==> config.mk <==
export PLATFORM = sky130hd
export DESIGN_NAME = three_phase_iir_current_controller_top
export DESIGN_NICKNAME = d
export VERILOG_FILES = /design/src/hw/rtl/tpicc_pkg.sv /design/src/hw/rtl/tpicc_mac.sv /design/src/hw/rtl/tpicc_ctrl.sv /design/src/hw/rtl/three_phase_iir_current_controller_top.sv
export SDC_FILE = /design/constraint.sdc
export NUM_CORES = 2
export LEC_CHECK = 0
export BUFFER_PORTS_ARGS = -buffer_cell sky130_fd_sc_hd__buf_2
export CAP_MARGIN = 10
export CORE_ASPECT_RATIO = 1.5
export CORE_UTILIZATION = 35
export DETAILED_ROUTE_END_ITERATION = 7
export PLACE_DENSITY = 0.6
export SETUP_SLACK_MARGIN = 0.15
export SLEW_MARGIN = 25
export SYNTH_ARGS = -nofsm -noshare
export SYNTH_HDL_FRONTEND = slang
export SYNTH_HIERARCHICAL = 1
export SYNTH_SLANG_ARGS = --single-unit
export TNS_END_PERCENT = 100
==> constraint.sdc <==
create_clock -name i_clk -period 19.8 [get_ports i_clk]
set_clock_uncertainty 0.05 [all_clocks]
set_input_delay 2.97 -clock i_clk [delete_from_list [all_inputs] [get_ports i_clk]]
set_output_delay 2.97 -clock i_clk [all_outputs]
set_load 0.1 [all_outputs]
==> src/hw/rtl/tpicc_pkg.sv <==
`timescale 1ns / 1ps
// ----------------------------------------------------------------------------
// tpicc_pkg
// Types, constants and helpers for the three-phase iir current controller.
// ----------------------------------------------------------------------------
package tpicc_pkg;

    // fixed point formats
    localparam int SAMPLE_FRAC_BITS = 12;
    localparam int COEF_FRAC_BITS   = 14;
    localparam int GAIN_FRAC_BITS   = 14;

    // field widths
    localparam int SMP_W  = 18;
    localparam int GAIN_W = 16;
    localparam int NPH    = 3;

    // multiplier operands: sample side and coefficient / gain side
    localparam int OPA_W  = SMP_W + 1;
    localparam int COEF_W = COEF_FRAC_BITS + 3;
    localparam int OPB_W  = (COEF_W > GAIN_W + 1) ? COEF_W : GAIN_W + 1;
    localparam int PROD_W = OPA_W + OPB_W;
    localparam int ACC_W  = PROD_W + 3;

    // sample range limits
    localparam longint S18_MAX_L = (longint'(1) << (SMP_W - 1)) - 1;
    localparam longint S18_MIN_L = -(longint'(1) << (SMP_W - 1));
    localparam longint TEN_RAW_L = longint'(10) << SAMPLE_FRAC_BITS;
    localparam longint OUT_LIM_L = (TEN_RAW_L > S18_MAX_L) ? S18_MAX_L : TEN_RAW_L;

    localparam logic signed [ACC_W-1:0] S18_MAX = ACC_W'(S18_MAX_L);
    localparam logic signed [ACC_W-1:0] S18_MIN = ACC_W'(S18_MIN_L);
    localparam logic signed [ACC_W-1:0] OUT_LIM = ACC_W'(OUT_LIM_L);

    // iir coefficients, rounded to nearest from four decimal places
    localparam longint Q_Y1 = ((longint'(15630) << COEF_FRAC_BITS) + 5000) / 10000;
    localparam longint Q_Y2 = ((longint'(1267) << COEF_FRAC_BITS) + 5000) / 10000;
    localparam longint Q_Y3 = ((longint'(4366) << COEF_FRAC_BITS) + 5000) / 10000;
    localparam longint Q_E0 = ((longint'(2849) << COEF_FRAC_BITS) + 5000) / 10000;
    localparam longint Q_E1 = ((longint'(2615) << COEF_FRAC_BITS) + 5000) / 10000;
    localparam longint Q_E2 = ((longint'(2842) << COEF_FRAC_BITS) + 5000) / 10000;
    localparam longint Q_E3 = ((longint'(2620) << COEF_FRAC_BITS) + 5000) / 10000;

    // default damping gain, about 1.26 in Q2.14
    localparam logic [GAIN_W-1:0] GAIN_RESET = GAIN_W'(20644);

    // tap codes of the iir sum
    typedef logic [2:0] t_tap;
    localparam t_tap TAP_Y1 = 3'd0;
    localparam t_tap TAP_Y2 = 3'd1;
    localparam t_tap TAP_Y3 = 3'd2;
    localparam t_tap TAP_E0 = 3'd3;
    localparam t_tap TAP_E1 = 3'd4;
    localparam t_tap TAP_E2 = 3'd5;
    localparam t_tap TAP_E3 = 3'd6;

    // phase codes
    typedef logic [1:0] t_phase;
    localparam t_phase PH_A = 2'd0;
    localparam t_phase PH_C = 2'd2;

    // sequencer states
    typedef enum logic [3:0] {
        S_IDLE,
        S_ERR,
        S_MAC,
        S_MFL,
        S_RND,
        S_DRV,
        S_DFL,
        S_DSAT,
        S_DONE
    } t_state;

    // command to the shared multiply-accumulate unit
    typedef struct packed {
        logic                    vld;
        logic                    clr;
        logic signed [OPA_W-1:0] a;
        logic signed [OPB_W-1:0] b;
    } t_mac_cmd;

    // signed coefficient of one tap
    function automatic logic signed [OPB_W-1:0] coef_of(input t_tap tap);
        logic signed [OPB_W-1:0] c;
        case (tap)
            TAP_Y1:  c = OPB_W'(Q_Y1);
            TAP_Y2:  c = OPB_W'(-Q_Y2);
            TAP_Y3:  c = OPB_W'(-Q_Y3);
            TAP_E0:  c = OPB_W'(Q_E0);
            TAP_E1:  c = OPB_W'(-Q_E1);
            TAP_E2:  c = OPB_W'(-Q_E2);
            TAP_E3:  c = OPB_W'(Q_E3);
            default: c = '0;
        endcase
        return c;
    endfunction

    // drop sh fraction bits, round to nearest with ties away from zero
    function automatic logic signed [ACC_W-1:0] round_drop(
        input logic signed [ACC_W-1:0] v,
        input int unsigned             sh
    );
        logic signed [ACC_W-1:0] half;
        logic signed [ACC_W-1:0] biased;
        half   = ACC_W'(1) <<< (sh - 1);
        biased = v + half - ACC_W'(v[ACC_W-1]);
        return biased >>> sh;
    endfunction

    // clamp to [lo, hi] and narrow to a sample
    function automatic logic signed [SMP_W-1:0] clamp_smp(
        input logic signed [ACC_W-1:0] v,
        input logic signed [ACC_W-1:0] lo,
        input logic signed [ACC_W-1:0] hi
    );
        logic signed [ACC_W-1:0] c;
        if (v < lo) begin
            c = lo;
        end else if (v > hi) begin
            c = hi;
        end else begin
            c = v;
        end
        return c[SMP_W-1:0];
    endfunction

endpackage

==> src/hw/rtl/tpicc_mac.sv <==
`timescale 1ns / 1ps
// ----------------------------------------------------------------------------
// tpicc_mac
// Shared two-stage multiply-accumulate unit: registered product, then add.
// ----------------------------------------------------------------------------
module tpicc_mac
    import tpicc_pkg::*;
(
    input  logic                    i_clk,
    input  logic                    i_rst_n,
    input  t_mac_cmd                i_cmd,
    output logic signed [ACC_W-1:0] o_acc
);

    logic                     r_pvld;
    logic                     r_pclr;
    logic signed [PROD_W-1:0] r_prod;
    logic signed [ACC_W-1:0]  r_acc;
    logic signed [ACC_W-1:0]  n_acc;

    // product stage control
    always_ff @(posedge i_clk) begin
        if (!i_rst_n) begin
            r_pvld <= 1'b0;
            r_pclr <= 1'b0;
        end else begin
            r_pvld <= i_cmd.vld;
            r_pclr <= i_cmd.clr;
        end
    end

    // product stage data
    always_ff @(posedge i_clk) begin
        r_prod <= i_cmd.a * i_cmd.b;
    end

    // accumulate stage
    always_comb begin
        n_acc = r_acc;
        if (r_pvld) begin
            n_acc = (r_pclr ? '0 : r_acc) + ACC_W'(r_prod);
        end
    end

    always_ff @(posedge i_clk) begin
        r_acc <= n_acc;
    end

    assign o_acc = r_acc;

endmodule

==> src/hw/rtl/tpicc_ctrl.sv <==
`timescale 1ns / 1ps
// ----------------------------------------------------------------------------
// tpicc_ctrl
// Sequencer with per-phase filter history; drives the shared mac unit.
// ----------------------------------------------------------------------------
module tpicc_ctrl
    import tpicc_pkg::*;
(
    input  logic                    i_clk,
    input  logic                    i_rst_n,
    input  logic                    i_valid,
    output logic                    o_ready,
    input  logic signed [SMP_W-1:0] i_tgt [NPH],
    input  logic signed [SMP_W-1:0] i_cur [NPH],
    input  logic signed [SMP_W-1:0] i_cap [NPH],
    input  logic [GAIN_W-1:0]       i_gain,
    input  logic                    i_out_free,
    output logic                    o_load,
    output logic signed [SMP_W-1:0] o_drv [NPH],
    output t_mac_cmd                o_cmd,
    input  logic signed [ACC_W-1:0] i_acc
);

    t_state r_state, n_state;
    t_phase r_ph, n_ph;
    t_tap   r_tap, n_tap;

    logic signed [SMP_W-1:0] r_tgt [NPH];
    logic signed [SMP_W-1:0] r_cur [NPH];
    logic signed [SMP_W-1:0] r_cap [NPH];
    logic signed [SMP_W-1:0] r_err, n_err;
    logic signed [SMP_W-1:0] r_u, n_u;
    logic signed [SMP_W-1:0] r_drv [NPH];
    logic signed [SMP_W-1:0] n_drv [NPH];
    logic signed [SMP_W-1:0] r_eh [NPH][3];
    logic signed [SMP_W-1:0] n_eh [NPH][3];
    logic signed [SMP_W-1:0] r_yh [NPH][3];
    logic signed [SMP_W-1:0] n_yh [NPH][3];

    logic                    take;
    logic signed [SMP_W:0]   e_diff;
    logic signed [ACC_W-1:0] e_wide;
    logic signed [SMP_W-1:0] opa;

    assign take = i_valid && o_ready;

    // state register
    always_ff @(posedge i_clk) begin
        if (!i_rst_n) begin
            r_state <= S_IDLE;
            r_ph    <= PH_A;
            r_tap   <= TAP_Y1;
        end else begin
            r_state <= n_state;
            r_ph    <= n_ph;
            r_tap   <= n_tap;
        end
    end

    // filter history, cleared by reset
    always_ff @(posedge i_clk) begin
        if (!i_rst_n) begin
            for (int p = 0; p < NPH; p++) begin
                for (int k = 0; k < 3; k++) begin
                    r_eh[p][k] <= '0;
                    r_yh[p][k] <= '0;
                end
            end
        end else begin
            r_eh <= n_eh;
            r_yh <= n_yh;
        end
    end

    // captured samples and working values
    always_ff @(posedge i_clk) begin
        if (take) begin
            r_tgt <= i_tgt;
            r_cur <= i_cur;
            r_cap <= i_cap;
        end
        r_err <= n_err;
        r_u   <= n_u;
        r_drv <= n_drv;
    end

    // error of the current phase, one bit wider than a sample; it is saturated in S_ERR
    assign e_diff = {r_tgt[r_ph][SMP_W-1], r_tgt[r_ph]} - {r_cur[r_ph][SMP_W-1], r_cur[r_ph]};
    assign e_wide = ACC_W'(e_diff);

    // sample operand of each tap
    always_comb begin
        case (r_tap)
            TAP_Y1:  opa = r_yh[r_ph][0];
            TAP_Y2:  opa = r_yh[r_ph][1];
            TAP_Y3:  opa = r_yh[r_ph][2];
            TAP_E0:  opa = r_err;
            TAP_E1:  opa = r_eh[r_ph][0];
            TAP_E2:  opa = r_eh[r_ph][1];
            TAP_E3:  opa = r_eh[r_ph][2];
            default: opa = '0;
        endcase
    end

    // next state and outputs
    always_comb begin
        n_state = r_state;
        n_ph    = r_ph;
        n_tap   = r_tap;
        n_err   = r_err;
        n_u     = r_u;
        n_drv   = r_drv;
        n_eh    = r_eh;
        n_yh    = r_yh;
        o_ready = 1'b0;
        o_load  = 1'b0;
        o_cmd   = '0;
        case (r_state)
            S_IDLE: begin
                o_ready = 1'b1;
                if (i_valid) begin
                    n_state = S_ERR;
                    n_ph    = PH_A;
                end
            end
            S_ERR: begin
                n_err   = clamp_smp(e_wide, S18_MIN, S18_MAX);
                n_tap   = TAP_Y1;
                n_state = S_MAC;
            end
            S_MAC: begin
                o_cmd.vld = 1'b1;
                o_cmd.clr = (r_tap == TAP_Y1);
                o_cmd.a   = OPA_W'(opa);
                o_cmd.b   = coef_of(r_tap);
                if (r_tap == TAP_E3) begin
                    n_state = S_MFL;
                end else begin
                    n_tap = r_tap + 3'd1;
                end
            end
            S_MFL: begin
                n_state = S_RND;
            end
            S_RND: begin
                n_u = clamp_smp(round_drop(i_acc, COEF_FRAC_BITS), -OUT_LIM, OUT_LIM);
                n_eh[r_ph][2] = r_eh[r_ph][1];
                n_eh[r_ph][1] = r_eh[r_ph][0];
                n_eh[r_ph][0] = r_err;
                n_yh[r_ph][2] = r_yh[r_ph][1];
                n_yh[r_ph][1] = r_yh[r_ph][0];
                n_yh[r_ph][0] = n_u;
                n_state = S_DRV;
            end
            S_DRV: begin
                o_cmd.vld = 1'b1;
                o_cmd.clr = 1'b1;
                o_cmd.a   = OPA_W'(r_u) - OPA_W'(r_cap[r_ph]);
                o_cmd.b   = OPB_W'({1'b0, i_gain});
                n_state   = S_DFL;
            end
            S_DFL: begin
                n_state = S_DSAT;
            end
            S_DSAT: begin
                n_drv[r_ph] = clamp_smp(round_drop(i_acc, GAIN_FRAC_BITS), S18_MIN, S18_MAX);
                if (r_ph == PH_C) begin
                    n_state = S_DONE;
                end else begin
                    n_ph    = r_ph + 2'd1;
                    n_state = S_ERR;
                end
            end
            S_DONE: begin
                if (i_out_free) begin
                    o_load  = 1'b1;
                    n_state = S_IDLE;
                end
            end
            default: begin
                n_state = S_IDLE;
            end
        endcase
    end

    assign o_drv = r_drv;

    // an accepted transfer starts at phase a
    a_start: assert property (@(posedge i_clk) disable iff (!i_rst_n)
        take |=> (r_state == S_ERR && r_ph == PH_A))
        else $error("sequence did not start at phase a");

    // clamped controller output stays within the limit
    a_u_lim: assert property (@(posedge i_clk) disable iff (!i_rst_n)
        (r_state == S_DRV) |-> (ACC_W'(r_u) <= OUT_LIM && ACC_W'(r_u) >= -OUT_LIM))
        else $error("controller output beyond clamp");

    // history shift stores the current error
    a_hist: assert property (@(posedge i_clk) disable iff (!i_rst_n)
        (r_state == S_RND) |=> (r_eh[r_ph][0] == $past(r_err)
                                && r_eh[r_ph][1] == $past(r_eh[r_ph][0])))
        else $error("error history shift wrong");

    // the phase index stays within three phases and the tap index within the seven taps
    a_phase: assert property (@(posedge i_clk) disable iff (!i_rst_n)
        (r_state == S_MAC) |-> (r_ph <= PH_C && r_tap <= TAP_E3))
        else $error("phase or tap index out of range");

endmodule

==> src/hw/rtl/three_phase_iir_current_controller_top.sv <==
`timescale 1ns / 1ps
// a new item is taken only after the previous result has gone into the output register; per phase
//   7 filter taps and one damping product go through the single shared multiplier
// the input side is ready again while a finished result still waits in the output register
// reset (synchronous, active low) clears the filter history and sets the damping gain to 1.26
// ----------------------------------------------------------------------------
// three_phase_iir_current_controller_top
// Third-order iir current controller with active capacitor-current damping.
// ----------------------------------------------------------------------------
module three_phase_iir_current_controller_top
    import tpicc_pkg::*;
(
    input  logic                    i_clk,
    input  logic                    i_rst_n,
    input  logic                    i_valid,
    output logic                    o_ready,
    input  logic signed [SMP_W-1:0] i_target_a,
    input  logic signed [SMP_W-1:0] i_target_b,
    input  logic signed [SMP_W-1:0] i_target_c,
    input  logic signed [SMP_W-1:0] i_current_a,
    input  logic signed [SMP_W-1:0] i_current_b,
    input  logic signed [SMP_W-1:0] i_current_c,
    input  logic signed [SMP_W-1:0] i_cap_current_a,
    input  logic signed [SMP_W-1:0] i_cap_current_b,
    input  logic signed [SMP_W-1:0] i_cap_current_c,
    output logic                    o_valid,
    input  logic                    i_ready,
    output logic signed [SMP_W-1:0] o_drive_a,
    output logic signed [SMP_W-1:0] o_drive_b,
    output logic signed [SMP_W-1:0] o_drive_c,
    input  logic                    i_cfg_we,
    input  logic [GAIN_W-1:0]       i_cfg_data
);

    logic [GAIN_W-1:0]       r_gain;
    logic                    r_o_valid;
    logic signed [SMP_W-1:0] r_drive [NPH];
    logic signed [SMP_W-1:0] tgt [NPH];
    logic signed [SMP_W-1:0] cur [NPH];
    logic signed [SMP_W-1:0] cap [NPH];
    logic signed [SMP_W-1:0] drv [NPH];
    logic                    out_free;
    logic                    load;
    t_mac_cmd                cmd;
    logic signed [ACC_W-1:0] acc;

    // damping gain register
    always_ff @(posedge i_clk) begin
        if (!i_rst_n) begin
            r_gain <= GAIN_RESET;
        end else if (i_cfg_we) begin
            r_gain <= i_cfg_data;
        end
    end

    // gather the per-phase fields
    assign tgt = '{i_target_a, i_target_b, i_target_c};
    assign cur = '{i_current_a, i_current_b, i_current_c};
    assign cap = '{i_cap_current_a, i_cap_current_b, i_cap_current_c};

    // output register, free when empty or being taken
    assign out_free = !r_o_valid || i_ready;

    always_ff @(posedge i_clk) begin
        if (!i_rst_n) begin
            r_o_valid <= 1'b0;
        end else if (load) begin
            r_o_valid <= 1'b1;
        end else if (i_ready) begin
            r_o_valid <= 1'b0;
        end
    end

    always_ff @(posedge i_clk) begin
        if (load) begin
            r_drive <= drv;
        end
    end

    assign o_valid   = r_o_valid;
    assign o_drive_a = r_drive[0];
    assign o_drive_b = r_drive[1];
    assign o_drive_c = r_drive[2];

    // sequencer and filter history
    tpicc_ctrl u_ctrl (
        .i_clk      (i_clk),
        .i_rst_n    (i_rst_n),
        .i_valid    (i_valid),
        .o_ready    (o_ready),
        .i_tgt      (tgt),
        .i_cur      (cur),
        .i_cap      (cap),
        .i_gain     (r_gain),
        .i_out_free (out_free),
        .o_load     (load),
        .o_drv      (drv),
        .o_cmd      (cmd),
        .i_acc      (acc)
    );

    // shared multiply-accumulate unit
    tpicc_mac u_mac (
        .i_clk   (i_clk),
        .i_rst_n (i_rst_n),
        .i_cmd   (cmd),
        .o_acc   (acc)
    );

endmodule
## Word-level counts from Yosys, hierarchy flattened

Cells that the tools add are included.

| storage, ports and cells | value |
|---|---|
| bits in registers | 733 |
| bits of input ports | 183 |
| output and inout port bits | 56 |
| word-level logic and storage cells | 149 |

| operators by class | value |
|---|---|
| add/subtract/negate cells | 7 |
| multiply operators | 1 |
| magnitude comparators | 8 |
| equal/unequal tests | 20 |
| multiplexer cells | 56 |
| bitwise gates (word level) | 1 |
| reductions and logical operators | 12 |

Operators by type and width:

| kind | number |
|---|---|
| 162-bit bitwise mux | 6 |
| 54-bit demux with 2-bit select | 3 |
| 18-bit two-way mux | 15 |
| 54-bit two-way mux | 5 |
| 54-bit binary-select mux with 2-bit select | 2 |
| 18-bit case mux with 7 select lines | 1 |
| 17-bit case mux with 7 select lines | 1 |
| 18-bit binary-select mux with 2-bit select | 3 |
| 38-bit case mux with 2 select lines | 1 |
| 54-bit bitwise mux | 1 |
| 39-bit by 14-bit adder with 39-bit output, second input constant | 1 |
| 39-bit adder | 1 |
| 39-bit two-way mux | 1 |
| 39-bit by 1-bit subtractor with 39-bit output | 1 |
| 18-bit by 18-bit subtractor with 19-bit output | 2 |
| 18-bit demux with 2-bit select | 1 |
| 19-bit by 17-bit multiplier with 36-bit output | 1 |
| 36-bit two-way mux | 1 |
| 4-bit case mux with 9 select lines | 1 |
| 25-bit by 17-bit greater-than comparator with 1-bit output, second input constant | 1 |
| 25-bit by 18-bit greater-than comparator with 1-bit output, second input constant | 1 |
| 25-bit by 17-bit less-than comparator with 1-bit output, second input constant | 1 |
| 25-bit by 18-bit less-than comparator with 1-bit output, second input constant | 1 |
| 19-bit by 18-bit greater-than comparator with 1-bit output, second input constant | 1 |
| 30 further kinds | 52 |

## Logic depth before layout (Yosys ltp)

| depth | value |
|---|---|
| word-level depth | 8 |
| depth in mapped cells | 44 |
| gate-level depth less buffers | 40 |

## Modules after synthesis

Netlist, hierarchy kept.

Modules (own cells, without submodules):

| module | times used | cells an instance | area each (µm²) | sequential area each (µm²) |
|---|---|---|---|---|
| tpicc_ctrl | 1 | 2844 | 28297.1 | 14233.7 |
| tpicc_mac | 1 | 1702 | 16075.4 | 1931.9 |
| three_phase_iir_current_controller_top | 1 | 109 | 2262.2 | 1961.9 |

## Least setup slack after synthesis

Ideal clock, no wire load.

| timing path | value |
|---|---|
| kind | reg-to-reg |
| from | register u_ctrl.r_ph[0] |
| to | register u_mac.r_prod[34] |
| setup time | 0.123 ns |
| arrival | 10.445 ns |
| slack | 9.182 ns |
| stages on the path, launching flop included | 45 |
| buffers on the path | 6 |
| clock period less this slack | 10.618 ns |
| cells stage by stage | dfxtp_1 > clkbuf_1 > buf_1 > clkbuf_1 > buf_1 > clkbuf_1 > mux2i_1 > o21ai_0 > ha_1 > inv_1 > fa_1 > a21o_1 > a21oi_1 > o21bai_1 > a21o_1 > a21oi_1 > o211a_1 > o311ai_0 > [... 9 more ...] > fa_1 > fa_1 > inv_1 > fa_1 > fa_1 > inv_1 > fa_1 > inv_1 > ha_1 > and4_1 > and3_1 > a2111oi_0 > nor2_1 > nand2_1 > o311ai_1 > a41oi_1 > o21bai_1 > xor2_1 |

RTL lines:

| item | line | text |
|---|---|---|
| start, declared | tpicc_ctrl.sv:25 | `t_phase r_ph, n_ph;` |
| start signal, assigned | tpicc_ctrl.sv:55 | `r_ph <= n_ph;` |
| end signal, assigned | tpicc_mac.sv:34 | `r_prod <= i_cmd.a * i_cmd.b;` |
| end, declared | tpicc_mac.sv:17 | `logic signed [PROD_W-1:0] r_prod;` |

==> results.md <==
* Peak per-stage delay on the critical path at 0.92 ns
* Die area at 135000 um^2
* Vias in the first global route at 34300
* Chip Height at 449 um
* Distinct cell type count after synthesis at 100
* Relative slew slack at 0.267
* Largest net degree at the start of global routing at 140
* Rows at 163
* Setup CP Type: reg2reg
* Fillcell total at 12900
* Mapped Area at 46600 um^2
* Status: finished, final reports clean
* Clock Path Buffers at 3
* Vias per Instance at 5.27
* Final wirelength at 130 mm
* Top FF cell, synth: dfxtp_1
* Final #Nets at 5491
* Slowest stage cell, crit path: dfxtp_4
* Worst-margin pin slew at 1.10 ns
* Post-synthesis mux area share at 0.0426
* Adder-cell share of the synthesized area at 0.197
* Final setup vio count at 0
* Synth Area in Compound Gates at 0.159
* Die X-Extent at 300 um
* RSZ-0062 raised after global routing: false
* CTS Buf Count at 76
* TritonCTS clock tree: built
* DR WL/cell at 19.8 um
* Commonest non-fill, non-tap cell in the layout: nand2_1
* Largest family of logic cells by synthesized area: adder cells
* Post-synth EDFFs at 345
* Leakage power at 23.7 nW
* Post-CTS Setup Repair Bufs at 0
* Crit path launch type: flop
* Fin. Hold Viols at 0
* Seq/Total Area, Yosys at 0.389
* Clock Pin Slew Worst Setup and Hold Paths at 0.07 ns
* Worst Path Arrival at 11.47 ns
* First-pass GRT wire length at 199 mm
* Worst-path fanout max at 64
* RD Place Congestion at 0.878
* Hold Buf Count CTS at 0
* DRT antenna net count at 0
* Nature of the critical path endpoint: flop
* Clock sinks at 733
* Synth Area in XOR/XNOR at 0.0236
* Most frequent cells in the layout: nand2_1, inv_1, dfxtp_1
* Post-DP HPWL at 93.0 mm
* Initial antenna violation count at 5
* Hold crit path type: reg2reg
* First-pass DRT Iterations at 7
* Port Buf Inserts at 238
* Flip-flop and latch area at 18100 um^2
* CP Data Required Time at 20.31 ns
* Tcrit/Tclk final at 0.553
* Post-cts gate resize count at 0
* Post-synthesis instance total at 4655
* WHS at 0.361 ns
* Post-Syn Area per Cell at 10.0 um^2
* # IOs at 239
* CP delay by family, top: adder cells
* # DRC at 0
* Via count at 34600
* Seq cells post-synth at 733
* Clock root cell: clkbuf_16
* Initial DRC Count at 2249
* Area growth syn-to-layout at 11.7%
* Highest clock rate at 91.3 MHz
* TNS Setup at 0 ns
* Layout cells sized above 1 at 0.106
* H-Tree Level Count at 3
* Most frequent cell on the critical path: fa_1
* Worst-skew pair later-pin latency at 0.69 ns
* Area of the multi-input gates at 25900 um^2
* Initial core utilization at 0.353
* Core ar. at 132000 um^2
* Overflow after GRT at 0
* FFs w/ async S/R, synth at 0
* Max-slew violation count at 0
* Yosys warns at 6
* Tot GR Track Use at 0.190
* Max-cap violations at 0
* Peak supply drop at 0.0000793 V
* Mapped Nets at 5375
* Period minus WS final at 10.95 ns
* Critical path buffers and inverters at 6
* PwrDens at 82.0 nW/um^2
* Post-Synth Simple-Gate Area at 0.131
[flip-flops by register name (all words and copies together), names as in the netlist, 2 cells and up]
name / flops
o_drive_a: 18
o_drive_b: 18
o_drive_c: 18
r_gain: 16
u_ctrl/o_drv: 54
u_ctrl/r_cap: 54
u_ctrl/r_cur: 54
u_ctrl/r_eh: 162
u_ctrl/r_err: 18
u_ctrl/r_ph: 2
u_ctrl/r_state: 4
u_ctrl/r_tap: 3
u_ctrl/r_tgt: 54
u_ctrl/r_u: 18
u_ctrl/r_yh: 162
u_mac/o_acc: 39
u_mac/r_prod: 36
[final timing paths]
check	from	to	slack, ns	depth (start not counted)
worst max-delay path	u_ctrl/r_ph[1]	u_mac/r_prod[34]	8.85	37
worst min-delay path	u_ctrl/o_drv[53]	o_drive_a[17]	0.36	0
worst max register to register	u_ctrl/r_ph[1]	u_mac/r_prod[34]	8.85	37
worst min register to register	u_ctrl/o_drv[53]	o_drive_a[17]	0.36	0
[final cells by class]
type / count / area share
multi-input cells: 3231 / 0.498
clock inverters: 41 / 0.00879
flip-flops and latches: 733 / 0.348
repair buffers: 305 / 0.0336
clock buffers: 96 / 0.0391
well taps: 1732 / 0.0416
diodes: 4 / 0.000192
inverters: 424 / 0.0306
[cell families after synthesis]
logic type / after synthesis
compound gates: 1026
simple gates: 1352
flops: 733
fa+ha+maj: 538
mux: 190
xor+xnor: 125
buf+inv: 691
[synthesized netlist by cell type (48+ instances only)]
| master | n | share of area |
|---|---|---|
| nand2_1 | 632 | 0.051 |
| nor2b_1 | 70 | 0.0094 |
| nand3_1 | 72 | 0.0077 |
| fa_1 | 329 | 0.14 |
| a21o_1 | 48 | 0.0077 |
| a21boi_0 | 60 | 0.0097 |
| o21ai_0 | 138 | 0.015 |
| ha_1 | 208 | 0.056 |
| inv_1 | 422 | 0.034 |
| mux2i_1 | 177 | 0.038 |
| clkbuf_1 | 228 | 0.018 |
| a31oi_1 | 53 | 0.0071 |
| and2_1 | 173 | 0.023 |
| xnor2_1 | 85 | 0.016 |
| o211a_1 | 218 | 0.047 |
| a21oi_1 | 260 | 0.028 |
| dfxtp_1 | 388 | 0.17 |
| edfxtp_1 | 345 | 0.22 |
| nor2_1 | 271 | 0.022 |
[routing by layer]
layer	GRT usage	vias up	share of wire
met1	0.234	17200	0.40
met3	0.0276	237	0.055
met5	0	-	0
met4	0.0868	0	0.044
met2	0.327	969	0.50
li1	-	16200	-
[power breakdown]
| part | leakage [nW] | switching (mW) | internal, mW |
|---|---|---|---|
| sequential | 6.34 | 0.0808 | 1.77 |
| clock | 1.20 | 0.649 | 0.819 |
| combinational | 16.1 | 0.648 | 0.306 |
| total | 23.7 | 1.38 | 2.89 |
[metrics by stage]
step | setup slack, ns | utilization | area [um^2] | cells | total power, mW
after floorplan | 9.18 | - | 46600 | 4655 | 2.48
after global placement | 8.94 | 0.375 | 49500 | 6423 | 2.81
after detailed placement | 8.89 | 0.375 | 49500 | 6424 | 2.83
after CTS | 8.88 | 0.394 | 52000 | 6561 | 4.31
after global routing | 8.23 | 0.395 | 52100 | 6566 | 4.46
final | 8.85 | 0.395 | 52100 | 6566 | 4.27
Note: power is estimated with default switching activity, not from simulation.
